## src/design/bba_pkg.sv

```systemverilog
package bba_pkg;

   localparam int BLOCK_COUNT = 1024;
   localparam int WORD_W      = 32;
   localparam int BIT_W       = $clog2(WORD_W);
   localparam int NUM_WORDS   = (BLOCK_COUNT + WORD_W - 1) / WORD_W;
   localparam int WA_W        = (NUM_WORDS > 1) ? $clog2(NUM_WORDS) : 1;
   localparam int FF_W        = $clog2(BLOCK_COUNT + 1);
   localparam int IDX_W       = 10;
   localparam int LAST_BITS   = BLOCK_COUNT - (NUM_WORDS - 1) * WORD_W;

   localparam logic [WORD_W-1:0] LAST_MASK =
      (LAST_BITS == WORD_W) ? {WORD_W{1'b1}}
                            : WORD_W'((64'd1 << LAST_BITS) - 64'd1);
   localparam logic [WA_W-1:0] LAST_WORD = WA_W'(NUM_WORDS - 1);

   localparam logic [1:0] ST_OK       = 2'd0;
   localparam logic [1:0] ST_FULL     = 2'd1;
   localparam logic [1:0] ST_NOT_USED = 2'd2;
   localparam logic [1:0] ST_RANGE    = 2'd3;

   localparam logic FUNC_ALLOC   = 1'b0;
   localparam logic FUNC_RELEASE = 1'b1;

   typedef enum logic [2:0] {
      S_CLEAR,
      S_IDLE,
      S_FETCH,
      S_CHECK,
      S_SCAN_FETCH,
      S_SCAN_CHECK,
      S_DONE
   } state_type;

   // position of the lowest set bit, zero when none
   function automatic logic [BIT_W-1:0] lowest_one(input logic [WORD_W-1:0] vec);
      logic [BIT_W-1:0] pos;
      pos = '0;
      for (int i = WORD_W - 1; i >= 0; i--) begin
         if (vec[i]) pos = BIT_W'(i);
      end
      return pos;
   endfunction

endpackage

```

## src/design/bitmap_block_allocator.sv

```systemverilog
// release: fetch, check and done states lie between accept and result; allocate
//   adds a scan fetch and scan check per further map word; a full pointer skips to done
// throughput: one request at a time; the next is taken once the state returns
//   to idle; map rows are read one at a time through the single read port
// reset: synchronous, active high; afterwards a clearing pass zeroes the map
//   one row at a time, with req_tready low until it ends
module bitmap_block_allocator
   import bba_pkg::*;
(
   input  logic        clock,
   input  logic        reset,
   input  logic        req_tvalid,
   output logic        req_tready,
   input  logic [15:0] req_tdata,   // block_index [9:0], zero [15:10]
   input  logic [0:0]  req_tuser,   // func [0]
   output logic        rsp_tvalid,
   input  logic        rsp_tready,
   output logic [15:0] rsp_tdata    // status [1:0], granted_block [11:2], zero [15:12]
);

   // used map, one bit per block, one word per row
   logic [WORD_W-1:0] map_mem [NUM_WORDS];
   logic [WORD_W-1:0] rd_data_ff;
   logic              wr_en;
   logic [WORD_W-1:0] wr_data;

   state_type         state_ff, state_in;
   logic [WA_W-1:0]   addr_ff, addr_in;
   logic [BIT_W-1:0]  bit_ff, bit_in;
   logic              func_ff, func_in;
   logic [FF_W-1:0]   next_free_ff, next_free_in;
   logic [IDX_W-1:0]  idx_ff, idx_in;
   logic [1:0]        status_ff, status_in;
   logic [IDX_W-1:0]  grant_ff, grant_in;
   logic              rsp_valid_ff, rsp_valid_in;
   logic [1:0]        rsp_status_ff, rsp_status_in;
   logic [IDX_W-1:0]  rsp_grant_ff, rsp_grant_in;

   logic [31:0]       ff_wide;
   logic [31:0]       idx_wide;
   logic [WORD_W-1:0] word_mask;
   logic [WORD_W-1:0] onehot;
   logic [WORD_W-1:0] free_bits;
   logic              req_beat;

   assign req_beat   = req_tvalid && req_tready;
   assign req_tready = (state_ff == S_IDLE);
   assign rsp_tvalid = rsp_valid_ff;
   assign rsp_tdata  = {4'd0, rsp_grant_ff, rsp_status_ff};

   assign ff_wide   = 32'(next_free_ff);
   assign idx_wide  = 32'(req_tdata[IDX_W-1:0]);
   // bits of the current row that are real blocks
   assign word_mask = (addr_ff == LAST_WORD) ? LAST_MASK : {WORD_W{1'b1}};
   assign onehot    = WORD_W'(1) << bit_ff;

   // map storage: one write and one registered read per cycle
   always_ff @(posedge clock) begin
      if (wr_en) map_mem[addr_ff] <= wr_data;
      rd_data_ff <= map_mem[addr_ff];
   end

   always_ff @(posedge clock) begin
      if (reset) begin
         state_ff      <= S_CLEAR;
         addr_ff       <= '0;
         next_free_ff  <= '0;
         rsp_valid_ff  <= 1'b0;
      end else begin
         state_ff      <= state_in;
         addr_ff       <= addr_in;
         next_free_ff  <= next_free_in;
         rsp_valid_ff  <= rsp_valid_in;
      end
      bit_ff        <= bit_in;
      func_ff       <= func_in;
      idx_ff        <= idx_in;
      status_ff     <= status_in;
      grant_ff      <= grant_in;
      rsp_status_ff <= rsp_status_in;
      rsp_grant_ff  <= rsp_grant_in;
   end

   always_comb begin
      state_in      = state_ff;
      addr_in       = addr_ff;
      bit_in        = bit_ff;
      func_in       = func_ff;
      idx_in        = idx_ff;
      next_free_in  = next_free_ff;
      status_in     = status_ff;
      grant_in      = grant_ff;
      rsp_status_in = rsp_status_ff;
      rsp_grant_in  = rsp_grant_ff;
      rsp_valid_in  = rsp_valid_ff && !rsp_tready;
      wr_en         = 1'b0;
      wr_data       = '0;
      free_bits     = '0;

      case (state_ff)
         // zero one map row per cycle after reset
         S_CLEAR: begin
            wr_en   = 1'b1;
            wr_data = '0;
            if (addr_ff == LAST_WORD) begin
               state_in = S_IDLE;
            end else begin
               addr_in = addr_ff + WA_W'(1);
            end
         end

         S_IDLE: begin
            if (req_beat) begin
               func_in  = req_tuser[0];
               idx_in   = req_tdata[IDX_W-1:0];
               grant_in = '0;
               if (req_tuser[0] == FUNC_ALLOC) begin
                  addr_in = WA_W'(ff_wide >> BIT_W);
                  bit_in  = ff_wide[BIT_W-1:0];
                  if (ff_wide >= 32'(BLOCK_COUNT)) begin
                     status_in = ST_FULL;
                     state_in  = S_DONE;
                  end else begin
                     state_in = S_FETCH;
                  end
               end else begin
                  addr_in = WA_W'(idx_wide >> BIT_W);
                  bit_in  = idx_wide[BIT_W-1:0];
                  if (idx_wide >= 32'(BLOCK_COUNT)) begin
                     status_in = ST_RANGE;
                     state_in  = S_DONE;
                  end else begin
                     state_in = S_FETCH;
                  end
               end
            end
         end

         // row read in flight
         S_FETCH: begin
            state_in = S_CHECK;
         end

         S_CHECK: begin
            if (func_ff == FUNC_ALLOC) begin
               if ((rd_data_ff & onehot) != '0) begin
                  status_in = ST_FULL;
                  state_in  = S_DONE;
               end else begin
                  wr_en     = 1'b1;
                  wr_data   = rd_data_ff | onehot;
                  status_in = ST_OK;
                  grant_in  = IDX_W'(ff_wide);
                  // free blocks above the grant in the same row
                  free_bits = ~wr_data & word_mask
                              & ((({WORD_W{1'b1}}) << bit_ff) << 1);
                  if (free_bits != '0) begin
                     next_free_in = FF_W'({addr_ff, lowest_one(free_bits)});
                     state_in     = S_DONE;
                  end else if (addr_ff == LAST_WORD) begin
                     next_free_in = FF_W'(BLOCK_COUNT);
                     state_in     = S_DONE;
                  end else begin
                     addr_in  = addr_ff + WA_W'(1);
                     state_in = S_SCAN_FETCH;
                  end
               end
            end else begin
               if ((rd_data_ff & onehot) == '0) begin
                  status_in = ST_NOT_USED;
               end else begin
                  wr_en     = 1'b1;
                  wr_data   = rd_data_ff & ~onehot;
                  status_in = ST_OK;
                  if (32'(next_free_ff) > 32'(idx_ff)) begin
                     next_free_in = FF_W'(idx_ff);
                  end
               end
               state_in = S_DONE;
            end
         end

         S_SCAN_FETCH: begin
            state_in = S_SCAN_CHECK;
         end

         // one row per pass through the shared read port
         S_SCAN_CHECK: begin
            free_bits = ~rd_data_ff & word_mask;
            if (free_bits != '0) begin
               next_free_in = FF_W'({addr_ff, lowest_one(free_bits)});
               state_in     = S_DONE;
            end else if (addr_ff == LAST_WORD) begin
               next_free_in = FF_W'(BLOCK_COUNT);
               state_in     = S_DONE;
            end else begin
               addr_in  = addr_ff + WA_W'(1);
               state_in = S_SCAN_FETCH;
            end
         end

         // hand the result to the output register once it is free
         S_DONE: begin
            if (!rsp_valid_ff || rsp_tready) begin
               rsp_valid_in  = 1'b1;
               rsp_status_in = status_ff;
               rsp_grant_in  = grant_ff;
               state_in      = S_IDLE;
            end
         end

         default: begin
            state_in = S_IDLE;
         end
      endcase
   end

endmodule

```

## config.mk

```make
export PLATFORM = sky130hd
export DESIGN_NAME = bitmap_block_allocator
export DESIGN_NICKNAME = d
export VERILOG_FILES = /design/src/design/bba_pkg.sv /design/src/design/bitmap_block_allocator.sv
export SDC_FILE = /design/constraint.sdc
export NUM_CORES = 1
export LEC_CHECK = 0
export ABC_CLOCK_PERIOD_IN_PS = 5900
export BUFFER_PORTS_ARGS = -buffer_cell sky130_fd_sc_hd__buf_2
export CAP_MARGIN = 20
export CORE_AREA = 2 2 221 332
export DETAILED_ROUTE_END_ITERATION = 8
export DIE_AREA = 0 0 223 334
export GPL_TIMING_DRIVEN = 0
export PLACE_DENSITY = 0.79
export SYNTH_ARGS = -nofsm -noshare
export SYNTH_HDL_FRONTEND = slang
export SYNTH_SLANG_ARGS = --single-unit
```

## constraint.sdc

```tcl
create_clock -name clock -period 5.9 [get_ports clock]
set_input_delay 1.18 -clock clock [delete_from_list [all_inputs] [get_ports clock]]
set_output_delay 1.18 -clock clock [all_outputs]
set_load 0.05 [all_outputs]
```

Yosys cells after proc, flatten, opt, wreduce, memory -nomap -nowiden
Memory sizes are Yosys's and may differ from the RTL's. A register that Yosys moved wholly into a read port is not among the register bits.
Index checks and enable logic that the tools add are counted.
{"block": "op_classes", "n_div": 0, "shifts": 2, "n_mul": 0, "eq_ne": 19, "bitwise": 7, "muxes": 117, "n_lt_le_gt_ge": 3, "n_reduce_logical": 20, "add_sub_neg": 1}
{"cell": "$mux W5", "count": 72}
{"cell": "$mux W32", "count": 4}
{"cell": "$and A32 B32 Y32", "count": 3}
{"cell": "$not A32 Y32", "count": 3}
{"cell": "$reduce_bool A32 Y1", "count": 3}
{"cell": "$mux W11", "count": 7}
{"cell": "$logic_not A32 Y1", "count": 1}
{"cell": "$or A32 B32 Y32", "count": 1}
{"cell": "$shl A1 B5 Y32 const A", "count": 1}
{"cell": "$shl A32 B5 Y31 const A", "count": 1}
{"cell": "$mux W10", "count": 3}
{"cell": "$mux W3", "count": 8}
{"cell": "$pmux W11 S2", "count": 1}
{"cell": "$pmux W3 S7", "count": 1}
{"cell": "$pmux W10 S2", "count": 1}
{"cell": "$pmux W5 S4", "count": 1}
{"cell": "$mux W2", "count": 9}
{"cell": "$ne A2 B2 Y1 const B", "count": 6}
{"cell": "$reduce_and A4 Y1", "count": 3}
{"cell": "$ge A10 B11 Y1 const B", "count": 1}
{"cell": "$ge A11 B11 Y1 const B", "count": 1}
{"cell": "$gt A11 B10 Y1", "count": 1}
{"cell": "$eq A3 B3 Y1 const B", "count": 3}
{"cell": "$ne A3 B3 Y1 const B", "count": 3}
{"cell": "other kinds (19)", "count": 31}
{"block": "totals", "wordCells": 181, "inputBits": 21, "ramBits": 1024, "latchBits": 0, "register_bits": 60, "mem_count": 1, "romBits": 0, "out_inout_bits": 18}
{"name": "map_mem", "words": 32, "word_bits": 32, "read_ports": 1, "rd_ports_with_merged_regs": 1, "write_ports": 1, "line_no": "bitmap_block_allocator.sv:22", "text": "logic [WORD_W-1:0] map_mem [NUM_WORDS];"}

Logic depth before layout (Yosys ltp)
{"block": "depth", "depth_word": 40, "ltp_mapped": 16}

Least setup slack after synthesis
No wires, ideal clock.
{"block": "synth_timing", "path_kind": "register -> register", "start": "reg bit_ff[1]", "end": "mem map_mem[0][0], enable pin", "required_ps": 5479, "period_less_slack_ps": 4263, "slack_ps": 1637, "stages_incl_launch_ff": 14, "arrival_ps": 3842, "path_cell_list": "edfxtp_1 -> buf_4 -> buf_6 -> nor2b_1 -> buf_2 -> a22o_1 -> a211oi_2 -> and4_1 -> nand2_1 -> ha_1 -> nand3_1 -> a21oi_1 -> nand2_1 -> nor2_1"}
{"block": "synth_via", "elab_chain_len": 8}
{"item": "start: declaration", "line_no": "bitmap_block_allocator.sv:29", "text": "logic [BIT_W-1:0] bit_ff, bit_in;"}
{"item": "start signal: assignment", "line_no": "bitmap_block_allocator.sv:75", "text": "bit_ff <= bit_in;"}
{"item": "$shl A1 B5 Y32 *", "line_no": "bitmap_block_allocator.sv:55", "text": "assign onehot = WORD_W'(1) << bit_ff;"}
{"item": "$and A32 B32 Y32 *", "line_no": "bitmap_block_allocator.sv:146, bitmap_block_allocator.sv:169"}
{"item": "$reduce_bool A32 Y1 or $logic_not A32 Y1 (tied branches)", "line_no": "bitmap_block_allocator.sv:146, bitmap_block_allocator.sv:169"}
{"item": "$mux W1, on equally long branches", "line_no": "bitmap_block_allocator.sv:146, bitmap_block_allocator.sv:169"}
{"item": "$mux W1 *", "line_no": "bitmap_block_allocator.sv:145", "text": "if (func_ff == FUNC_ALLOC) begin"}
{"item": "$pmux W1 S2 *", "line_no": "bitmap_block_allocator.sv:100", "text": "case (state_ff)"}
{"item": "$mux W1 *", "line_no": "bitmap_block_allocator.sv:59", "text": "if (wr_en) map_mem[addr_ff] <= wr_data;"}
{"item": "$mux W1 (not written as such) *", "line_no": "bitmap_block_allocator.sv:59"}
{"item": "end: declaration", "line_no": "bitmap_block_allocator.sv:22"}
Every way passes the cells marked *; elsewhere a longest branch is shown, timed or not.

Final worst setup path
{"block": "layout_timing", "start": "reg bit_ff[2]", "end": "mem map_mem[19][27], enable pin"}
The elaborated chain is that of the path after synthesis.

==> results.cfg <==
[outcome]
outcome = complete, no violations

[critical_path]
worst_setup_path_end_kind = flip-flop
r2r_start = bit_ff[2]
crit_required_ps = 6250
r2r.worst_path.cells = 13
r2r_slack_ps = 150
cp.arrival_ps = 6100
r2r_end = map_mem[19][27]
cp-start-kind = flip-flop
critPathMaxFanout = 22
path_class = flip-flop to flip-flop

[logic_synthesis]
synthTopCellsByCount = 1,064 x edfxtp_1, 256 x mux4_2, 133 x a22oi_1
yosysSeqAreaShare_pct = 73.76
yosys_warnings = 0
synth.area.top_cells = edfxtp_1 71%, mux4_2 13%, dfxtp_1 2.3%, a22oi_1 2.2%, nor2_1 0.75%
netlist_area_mm2 = 0.04473
synth_most_common_cell = edfxtp_1
synth_cell_types = 85
synth_area_leader_cell = edfxtp_1
postSynthAreaPerCell_um2 = 18.91
async_flop_share_pct = 0
synth_edf_count = 1064
synth_top_area_share_pct = 71.43
ys.flop_type = edfxtp_1
synthCells = 2366
ys_ff_latch = 1116

[grt]
grt-busiest-layer = met2
grt_max_degree = 33
grt_pass1_wl_mm = 209.2
use_met3_pct = 11.45
track_usage_pct = 41.30
met1_usage_pct = 46.57
met2_usage_pct = 66.50
antenna_found_initial = 4
overflow = 0
grt_pass1_vias = 27870

[timing]
min_period_over_period_pct = 97.42
max_freq_ghz = 0.1740
hold_viol = 0
slew_viol_final = 0
fin_skew_ps = 52.44
final.setup.tns_ps = 0
rsz0062_at_grt = false
tightestPinTransition_ps = 1253
min_period_ps = 5748
maxSlewHeadroom_pct = 16.46
setup_viol = 0

[floorplanning]
rows = 121
pin_count = 39
die-area_mm2 = 0.07448
core_area_mm2 = 0.07191
fp.dieW_um = 223
start_util_pct = 62.20
die_h_um = 334

[pwr]
p_leak_nw = 14.08
power_frac_seq_pct = 53.9
power_frac_comb_pct = 7.3
ir_worst_vdd_mv = 0.2845
p_switching_mw = 3.919
p_sw_share_pct = 23.73
power_density_mw_per_mm2 = 321.4
internal_power_mw = 12.60
clock_power_share_pct = 38.9

[cells_and_area]
multi_input_area_mm2 = 0.01126
nFillCells = 3943
stdcell_area_mm2 = 0.05138
areaGrowthSynthToFinish_pct = 14.86
drive_gt1_share_pct = 24.66
register_area_mm2 = 0.03299
fin_util_pct = 71.45
final_nets = 2631

[routing]
drt-pass1-iter-count = 6
vias = 27520
postRouteAntennaNets = 0
viasPerCell = 7.653
routedWlPerCell_um = 42.03
drt_wl_total_mm = 151.1
drt-initial-drc-count = 4902
drcViolationCount = 0

[min_path]
hold_end = rsp_grant_ff[7]
whs_path_depth = 0
hold_class = flip-flop to flip-flop
min_from = grant_ff[7]

[cts]
h-tree-depth = 3
cts_hold_buffers = 0
cts_buffer_depth = 3
post-cts-setup-buffers = 0
cts_made_buffers = 95
cts_tree = yes
root_buffer = clkbuf_16
path_clk_slew_ps = 70
cts_sinks = 1116
clk_latency_ps = 710
cts-resized-gates = 0

[placement]
post_dp_cell_area_mm2 = 0.04799
hpwl_mm = 96.12
io_buffers = 28
place.gp.congestion = 0.9688

[job]
drv_cap = 0
[flip-flops by register name, summed over array words and instances (netlist names), 5 cells and up]
register and flops:
map_mem 1024, rd_data_ff 32, next_free_ff 11, grant_ff 10, idx_ff 10, rsp_grant_ff 10, addr_ff 5, bit_ff 5
[routing by layer]
layer / up-vias / wire [um]
li1: 10290 / -
met1: 13650 / 44300
met2: 2787 / 73060
met3: 794 / 18660
met4: 2 / 15100
met5: - / 13
[cells by family (layout without fill, tap and decap cells)]
family	Yosys count	count (layout)	share of synthesized area, %
other	1	6	0.008384
muxes	278	278	13.39
buffers and inverters	194	497	1.896
AOI/OAI and AO/OA	397	397	6.143
and+or+nand+nor	363	363	4.327
adders and majority gates	17	17	0.4755
DFF	1116	1116	73.76
[power by group through the flow]
stage / registers [mW] / logic, mW / clock network, mW
floorplan: 8.92 / 0.633 / 0
global placement: 9.04 / 1.02 / 0
detailed placement: 9.04 / 1.11 / 0
CTS: 8.87 / 1.13 / 6.40
global route: 8.89 / 1.21 / 6.67
finish: 8.90 / 1.20 / 6.42
[layout by cell type (no fill, tap or decap), types with 10 or more instances in the layout]
cell,synthesis,routed
edfxtp_1,1064,1064
inv_1,35,35
a21o_1,15,15
nand4_1,53,53
buf_12,0,20
a21oi_2,2,22
nand2_1,67,67
buf_16,0,22
buf_2,21,49
o21ai_0,66,66
clkbuf_1,88,107
nand2b_1,17,17
ha_1,17,17
nor2_4,0,32
mux2i_1,18,18
o211ai_1,11,11
or3_1,10,10
clkinv_1,1,14
buf_8,1,52
a21oi_1,64,44
a22oi_1,133,133
mux4_2,256,256
nand3_1,30,30
nor3_1,16,14
buf_4,14,15
nor2_2,0,11
clkinv_2,0,17
buf_1,30,30
dfxtp_1,52,52
nor2_1,89,46
clkbuf_16,0,98
[layout make-up]
cell class / instances / area share [%]
Inverter: 36 / 0.2630
Multi-Input combinational cell: 1059 / 21.91
Clock buffer: 126 / 5.153
Antenna cell: 2 / 0.009741
Clock inverter: 50 / 0.9692
Tap cell: 922 / 2.245
Sequential cell: 1116 / 64.21
Timing Repair Buffer: 127 / 3.845
Buffer: 158 / 1.388
[worst max path at each step]
stage / startpoint / endpoint / slack [ps] / cells past startpoint
3_3_place_gp: bit_ff[0] / map_mem[16][8] / -1840 / 12
5_1_grt: bit_ff[2] / map_mem[18][0] / 40 / 13
2_1_floorplan: bit_ff[1] / map_mem[0][0] / 1640 / 13
6_report: bit_ff[2] / map_mem[19][27] / 150 / 13
4_1_cts: bit_ff[2] / map_mem[18][28] / 360 / 14
3_5_place_dp: bit_ff[2] / map_mem[19][8] / 440 / 14
[worst max-delay path, stage by stage (launching register included)]
cell and delay, ps:
edfxtp_1 370, buf_4 180, buf_4 200, buf_2 270
and3b_1 400, a211oi_2 300, and4_1 570, nand2_1 350
ha_1 380, nand3_1 70, a21oi_1 380, nand2_1 610
nor2_4 980, buf_12 300
[stage by stage]
| step | setup slack [ps] | cells | total power, mW | hold WS, ps |
|---|---|---|---|---|
| finish | 152.1 | 3596 | 16.51 | 420.3 |
| global route | 41.31 | 3595 | 16.77 | 426.4 |
| CTS | 358.3 | 3579 | 16.41 | 421.2 |
| detailed placement | 440.1 | 3403 | 10.15 | 406.1 |
| global placement | -1843 | 3319 | 10.06 | 401.8 |
| floorplan | 1637 | 2369 | 9.558 | 400.3 |
Power figures use the tool's default switching activity.
